==> src/design/pdsum_pkg.sv <==
// Shared constants for the proper divisor sum unit.
// No dependencies; imported by pdsum_divider and the top level.
package pdsum_pkg;

    localparam int unsigned DEFAULT_NUM_WIDTH = 32;
    localparam int unsigned SUM_EXTRA_BITS    = 3;

endpackage

==> src/design/pdsum_divider.sv <==
// Restoring bit-serial divider, one quotient bit per cycle.
// Depends on pdsum_pkg for the default operand width.
module pdsum_divider #(
    parameter int unsigned NUM_WIDTH = pdsum_pkg::DEFAULT_NUM_WIDTH
) (
    input  logic                 clk,
    input  logic                 rst_n,
    input  logic                 start,
    input  logic [NUM_WIDTH-1:0] dividend,
    input  logic [NUM_WIDTH-1:0] divisor,
    output logic                 done,
    output logic [NUM_WIDTH-1:0] quotient,
    output logic [NUM_WIDTH-1:0] remainder
);
    import pdsum_pkg::*;

    localparam int unsigned CNT_WIDTH = $clog2(NUM_WIDTH + 1);
    localparam logic [CNT_WIDTH-1:0] CNT_LOAD = CNT_WIDTH'(NUM_WIDTH);
    localparam logic [CNT_WIDTH-1:0] CNT_ONE  = CNT_WIDTH'(1);

    logic [NUM_WIDTH-1:0] quo_reg;
    logic [NUM_WIDTH-1:0] rem_reg;
    logic [NUM_WIDTH-1:0] dsr_reg;
    logic [CNT_WIDTH-1:0] cnt_reg;
    logic                 busy_reg;
    logic                 done_reg;

    logic [NUM_WIDTH:0]   shifted;
    logic [NUM_WIDTH:0]   diff;
    logic                 fits;

    always_comb
    begin
        shifted = {rem_reg, quo_reg[NUM_WIDTH-1]};
        diff    = shifted - {1'b0, dsr_reg};
        fits    = (shifted >= {1'b0, dsr_reg});
    end

    always_ff @(posedge clk or negedge rst_n)
    begin
        if (!rst_n)
        begin
            busy_reg <= 1'b0;
            done_reg <= 1'b0;
            cnt_reg  <= '0;
        end
        else
        begin
            done_reg <= !start && busy_reg && (cnt_reg == CNT_ONE);
            if (start)
            begin
                busy_reg <= 1'b1;
                cnt_reg  <= CNT_LOAD;
            end
            else if (busy_reg)
            begin
                cnt_reg <= cnt_reg - CNT_ONE;
                if (cnt_reg == CNT_ONE)
                    busy_reg <= 1'b0;
            end
        end
    end

    // Payload path: shift one dividend bit in, subtract when it fits.
    always_ff @(posedge clk)
    begin
        if (start)
        begin
            quo_reg <= dividend;
            rem_reg <= '0;
            dsr_reg <= divisor;
        end
        else if (busy_reg)
        begin
            quo_reg <= {quo_reg[NUM_WIDTH-2:0], fits};
            rem_reg <= fits ? diff[NUM_WIDTH-1:0] : shifted[NUM_WIDTH-1:0];
        end
    end

    assign done      = done_reg;
    assign quotient  = quo_reg;
    assign remainder = rem_reg;

endmodule

==> src/design/proper_divisor_sum_perfect_test_unit.sv <==
// Aliquot sum by trial division with a perfect-number flag, top level.
// Depends on pdsum_pkg and pdsum_divider.
//
// One number is taken at a time; in_ready is low until its result has moved
// into the output register, which holds it while the next number is taken.
// The shared serial divider computes n / d and n % d for d = 1, 2, ... while
// d <= n / d. After each divide a step state adds d and its cofactor n / d
// (d alone for d = 1 or d = n / d) to the sum when the remainder is zero.
// Inputs 0 and 1 skip the divider and go straight to the finish state.
// The sum saturates at its all-ones value.
module proper_divisor_sum_perfect_test_unit #(
    parameter int unsigned NUM_WIDTH = pdsum_pkg::DEFAULT_NUM_WIDTH
) (
    input  logic                                          clk,
    input  logic                                          rst_n,
    input  logic                                          in_valid,
    output logic                                          in_ready,
    input  logic [NUM_WIDTH-1:0]                          number,
    output logic                                          out_valid,
    input  logic                                          out_ready,
    output logic [NUM_WIDTH+pdsum_pkg::SUM_EXTRA_BITS-1:0] divisor_sum,
    output logic                                          is_perfect
);
    import pdsum_pkg::*;

    localparam int unsigned SUM_WIDTH = NUM_WIDTH + SUM_EXTRA_BITS;
    localparam logic [NUM_WIDTH-1:0] ONE_N = NUM_WIDTH'(1);

    typedef enum logic [1:0] {
        S_IDLE,
        S_DIV,
        S_STEP,
        S_FIN
    } state_t;

    state_t               state_reg;
    logic                 start_reg;
    logic [NUM_WIDTH-1:0] n_reg;
    logic [NUM_WIDTH-1:0] d_reg;
    logic [SUM_WIDTH-1:0] sum_reg;
    logic                 out_valid_reg;
    logic [SUM_WIDTH-1:0] out_sum_reg;
    logic                 out_perf_reg;

    logic                 div_done;
    logic [NUM_WIDTH-1:0] div_quo;
    logic [NUM_WIDTH-1:0] div_rem;

    logic                 in_xfer;
    logic                 out_free;
    logic [NUM_WIDTH:0]   add_val;
    logic [SUM_WIDTH:0]   total;
    logic [SUM_WIDTH-1:0] sum_next;

    pdsum_divider #(
        .NUM_WIDTH (NUM_WIDTH)
    ) u_div (
        .clk       (clk),
        .rst_n     (rst_n),
        .start     (start_reg),
        .dividend  (n_reg),
        .divisor   (d_reg),
        .done      (div_done),
        .quotient  (div_quo),
        .remainder (div_rem)
    );

    assign in_ready = (state_reg == S_IDLE);
    assign in_xfer  = in_valid && in_ready;
    assign out_free = !out_valid_reg || out_ready;

    always_comb
    begin
        if (d_reg == ONE_N || div_quo == d_reg)
            add_val = {1'b0, d_reg};
        else
            add_val = {1'b0, d_reg} + {1'b0, div_quo};
        total = {1'b0, sum_reg} + (SUM_WIDTH + 1)'(add_val);
        // Saturate on carry out of the sum.
        sum_next = total[SUM_WIDTH] ? '1 : total[SUM_WIDTH-1:0];
    end

    always_ff @(posedge clk or negedge rst_n)
    begin
        if (!rst_n)
        begin
            state_reg     <= S_IDLE;
            start_reg     <= 1'b0;
            out_valid_reg <= 1'b0;
        end
        else
        begin
            start_reg <= (in_xfer && number > ONE_N)
                         || (state_reg == S_STEP && d_reg <= div_quo);
            if (state_reg == S_FIN && out_free)
                out_valid_reg <= 1'b1;
            else if (out_valid_reg && out_ready)
                out_valid_reg <= 1'b0;
            unique case (state_reg)
                S_IDLE:
                begin
                    if (in_xfer)
                    begin
                        if (number <= ONE_N)
                            state_reg <= S_FIN;
                        else
                            state_reg <= S_DIV;
                    end
                end
                S_DIV:
                begin
                    if (div_done)
                        state_reg <= S_STEP;
                end
                S_STEP:
                begin
                    if (d_reg > div_quo)
                        state_reg <= S_FIN;
                    else
                        state_reg <= S_DIV;
                end
                S_FIN:
                begin
                    if (out_free)
                        state_reg <= S_IDLE;
                end
                default:
                begin
                    state_reg <= S_IDLE;
                end
            endcase
        end
    end

    // Working registers and output payload.
    always_ff @(posedge clk)
    begin
        if (in_xfer)
        begin
            n_reg   <= number;
            d_reg   <= ONE_N;
            sum_reg <= '0;
        end
        else if (state_reg == S_STEP && d_reg <= div_quo)
        begin
            d_reg <= d_reg + ONE_N;
            if (div_rem == '0)
                sum_reg <= sum_next;
        end
        if (state_reg == S_FIN && out_free)
        begin
            out_sum_reg  <= sum_reg;
            out_perf_reg <= (n_reg != '0) && (SUM_WIDTH'(n_reg) == sum_reg);
        end
    end

    assign out_valid   = out_valid_reg;
    assign divisor_sum = out_sum_reg;
    assign is_perfect  = out_perf_reg;

endmodule

==> config.mk <==
export PLATFORM = sky130hd
export DESIGN_NAME = proper_divisor_sum_perfect_test_unit
export DESIGN_NICKNAME = d
export VERILOG_FILES = /design/src/design/pdsum_pkg.sv /design/src/design/pdsum_divider.sv /design/src/design/proper_divisor_sum_perfect_test_unit.sv
export SDC_FILE = /design/constraint.sdc
export NUM_CORES = 1
export LEC_CHECK = 0
export ABC_AREA = 0
export BUFFER_PORTS_ARGS = -buffer_cell sky130_fd_sc_hd__buf_2
export CAP_MARGIN = 40
export CORE_UTILIZATION = 29
export CTS_CLUSTER_DIAMETER = 120
export DETAILED_ROUTE_END_ITERATION = 12
export MAX_ROUTING_LAYER = met4
export SLEW_MARGIN = 20
export SYNTH_ARGS = -nofsm -noshare
export SYNTH_HDL_FRONTEND = slang
export SYNTH_SLANG_ARGS = --single-unit
==> constraint.sdc <==
create_clock -name clk -period 4.7 [get_ports clk]
set_input_delay 0.94 -clock clk [delete_from_list [all_inputs] [get_ports clk]]
set_output_delay 0.94 -clock clk [all_outputs]
set_load 0.01 [all_outputs]
==> results_dict.tcl <==
set metrics [dict create \
    status "completed" \
    coreArea_mm2 0.0538 \
    grt_pass1_wl_um 76900 \
    async_flop_share_pct 4.94 \
    fp.dieW_um 236 \
    ctsLongestPathBuffers 3 \
    critical_path_arrival_ns 5.18 \
    finalMaxSlewViolations 0 \
    io_pins 74 \
    mostFrequentLayoutCells "buf_4, nand2_1, edfxtp_1, nor2_1, ha_1" \
    hold_viol 0 \
    maxCapViolCount 0 \
    cts_buffers 28 \
    fin_crit_ns 4.68 \
    synth_simple_gate_area_share_pct 16.3 \
    place_congestion 0.936 \
    relSlewSlack_pct 45.5 \
    ys.flop_type "edfxtp_1" \
    synth_edf_count 132 \
    synth_xor_area_share_pct 8.31 \
    synth.avg_cell_area_um2 9.07 \
    synth_cell_types 76 \
    io_buffers 73 \
    critPathRequiredTime_ns 5.20 \
    drt_iter0_drc 1008 \
    synth_mux_area_share_pct 1.73 \
    wl_um 50200 \
    rsz0062_at_grt "yes" \
    ir_worst_vdd_uv 331 \
    cts_root_buffer "clkbuf_16" \
    grt_use_total_pct 18.0 \
    clock_sinks 243 \
    syn_area_mm2 0.0158 \
    htreeDepth 1 \
    finalCritPeriodShare_pct 99.6 \
    via_per_inst 5.05 \
    antenna_found_initial 1 \
    setup_viol 0 \
    synth_top_family_by_area "compound AO/OA/AOI/OAI gates" \
    routedWlPerCell_um 18.0 \
    fillers 5397 \
    fmax_ghz 0.214 \
    hold_buffers 0 \
    synth_top_area_cell "edfxtp_1" \
    drc_errors 0 \
    start_util_pct 29.4 \
    dp.cells 2712 \
    path_max_fanout 4 \
    fin_skew_ns 0.0238 \
    overflow 0 \
    synthTopCellsByArea "edfxtp_1, dfxtp_1, ha_1" \
    drive_gt1_share_pct 26.5 \
    grt_max_degree 53 \
    preCtsSetupSlack_ns -0.899 \
    syn_inst 1744 \
    ys_ff_latch 243 \
    die_h_um 236 \
    clkTransAtPathRegs_ns 0.07 \
    area_growth_pct 31.1 \
    cp-start-kind "flop" \
    synthAdderAreaFrac_pct 10.9 \
    powerDensity_mw_per_mm2 903 \
    crit_type "reg -> reg" \
    worstSkewPairLatency_ns 0.57 \
    cp-end-kind "flop" \
    worst_pin_slew_ns 0.807 \
    p_leak_nw 8.59 \
    synth_compound_area_share_pct 18.7 \
    cts_tree "yes" \
    dp_hpwl_um 37900 \
    drt_pass1_iterations 5 \
    setup_slack_ns 0.0188 \
    die_area_mm2 0.0555 \
    ys_seq_area_share_pct 39.5 \
    final_common_cell "buf_4" \
    hp-class "in -> async" \
    vias 14100 \
    antenna_left 0 \
    grt_pass1_vias 13900 \
    rows 85 \
    synth_top_area_share_pct 25.1 \
    yosysWarnings 0 \
    nNetsFinal 2244 \
    instances_no_fill 2791 \
    synth_nets 1916 \
]
[synthesized netlist by cell type (all sizes together) (4+ instances only)]
cell    number
a211oi      38
a21boi       4
a21o        36
a21oi      150
a221oi       5
a311oi       5
a31oi        6
and2         8
and3        14
buf         23
clkbuf      43
dfrtp       12
dfxtp       99
edfxtp     132
ha         133
inv        116
mux2i       24
nand2      154
nand2b      24
nand3       25
nand3b       7
nand4       44
nor2       130
nor2b       16
nor3        28
nor3b        4
nor4        47
nor4b        4
o211ai      10
o21a         6
o21ai      152
o21bai      17
o221ai       4
o22ai        4
o31a         4
o31ai       12
o41ai        5
or2          6
or3          5
xnor2       95
xor2        55
[report_power, final]
| group | switching [W] | total, W | internal (W) |
|---|---|---|---|
| clock | 0.000949 | 0.00226 | 0.00131 |
| combinational | 0.00684 | 0.0128 | 0.00598 |
| sequential | 0.000630 | 0.00365 | 0.00302 |
| total | 0.00842 | 0.0187 | 0.0103 |
[critical path: stages (launching register included)]
cell and delay [ns]:
edfxtp_1 0.36, ha_2 0.20, inv_2 0.04, fa_2 0.39, nor2_4 0.15, o221ai_4 0.11
a211oi_2 0.20, buf_4 0.17, nor2_4 0.04, o31ai_4 0.28, nor2_2 0.09, o31a_1 0.31
xnor2_1 0.14, o21ai_1 0.09, buf_4 0.16, ha_4 0.28, nand3_1 0.12, buf_4 0.17
o31ai_1 0.52, a211oi_4 0.10, o31ai_2 0.27, a21oi_1 0.10, xor2_1 0.14, a21oi_1 0.16
[logic make-up (layout without fill, tap and decap cells)]
group | count (synthesis) | after routing
multiplexers | 27 | 27
AO/OA/AOI/OAI | 483 | 483
other | 0 | 1
buffers and inverters | 182 | 532
XOR/XNOR | 150 | 150
flip-flops | 243 | 243
adder cells (fa/ha/maj) | 136 | 136
AND/OR/NAND/NOR | 523 | 523
[per-layer routing]
metal / vias to the layer above / part of all wire, % / routed length (um) / track usage (%)
li1: 6979 / - / - / -
met1: 6704 / 47 / 23600 / 23.9
met2: 317 / 46 / 23000 / 28.8
met4: 0 / 2.8 / 1430 / 5.31
met5: - / 0 / 0 / -
met3: 81 / 4.1 / 2070 / 1.90
[worst paths after layout]
path / startpoint / to / slack, ns / cells past startpoint
min in group clk: u_div.remainder[28] / u_div.remainder[28] / 0.53 / 2
hold / removal: rst_n / u_div.cnt_reg[3] / 0.27 / 1
max in group asynchronous: rst_n / start_reg / 4.17 / 1
setup / recovery: u_div.quotient[0] / sum_reg[32] / 0.02 / 23
hold reg to reg: u_div.remainder[28] / u_div.remainder[28] / 0.53 / 2
setup reg to reg: u_div.quotient[0] / sum_reg[32] / 0.02 / 23
[area by class of cell]
class | count | area (um^2) | area share, %
Multi-Input combinational cell | 1319 | 9540 | 46.0
Sequential cell | 243 | 6250 | 30.1
Timing Repair Buffer | 364 | 2680 | 12.9
Tap cell | 696 | 871 | 4.20
Clock buffer | 31 | 743 | 3.58
Antenna cell | 1 | 2.50 | 0.0121
Clock inverter | 21 | 213 | 1.03
Inverter | 116 | 435 | 2.10
[per-stage QoR]
step / area [um^2] / setup TNS, ns / total power (W) / util, % / hold WS (ns)
floorplan: 15800 / 0 / 0.0104 / - / 0.454
global placement: 18800 / -14.57 / 0.0150 / 34.9 / 0.509
detailed placement: 18800 / -16.19 / 0.0151 / 34.9 / 0.521
CTS: 20100 / -0.00838 / 0.0179 / 37.4 / 0.249
global route: 20700 / -3.26 / 0.0201 / 38.5 / 0.265
finish: 20700 / 0 / 0.0187 / 38.5 / 0.267
[repair_timing]
item                                    in CTS  in global routing
setup buffers                               10                 13
hold endpoints to repair                     0                  0
pin swaps                                   24                 64
gates resized for setup                     63                104
endpoints found under the setup margin      35                 35
gates cloned                                 0                  4
No activity file was read; power rests on OpenSTA's default activity.
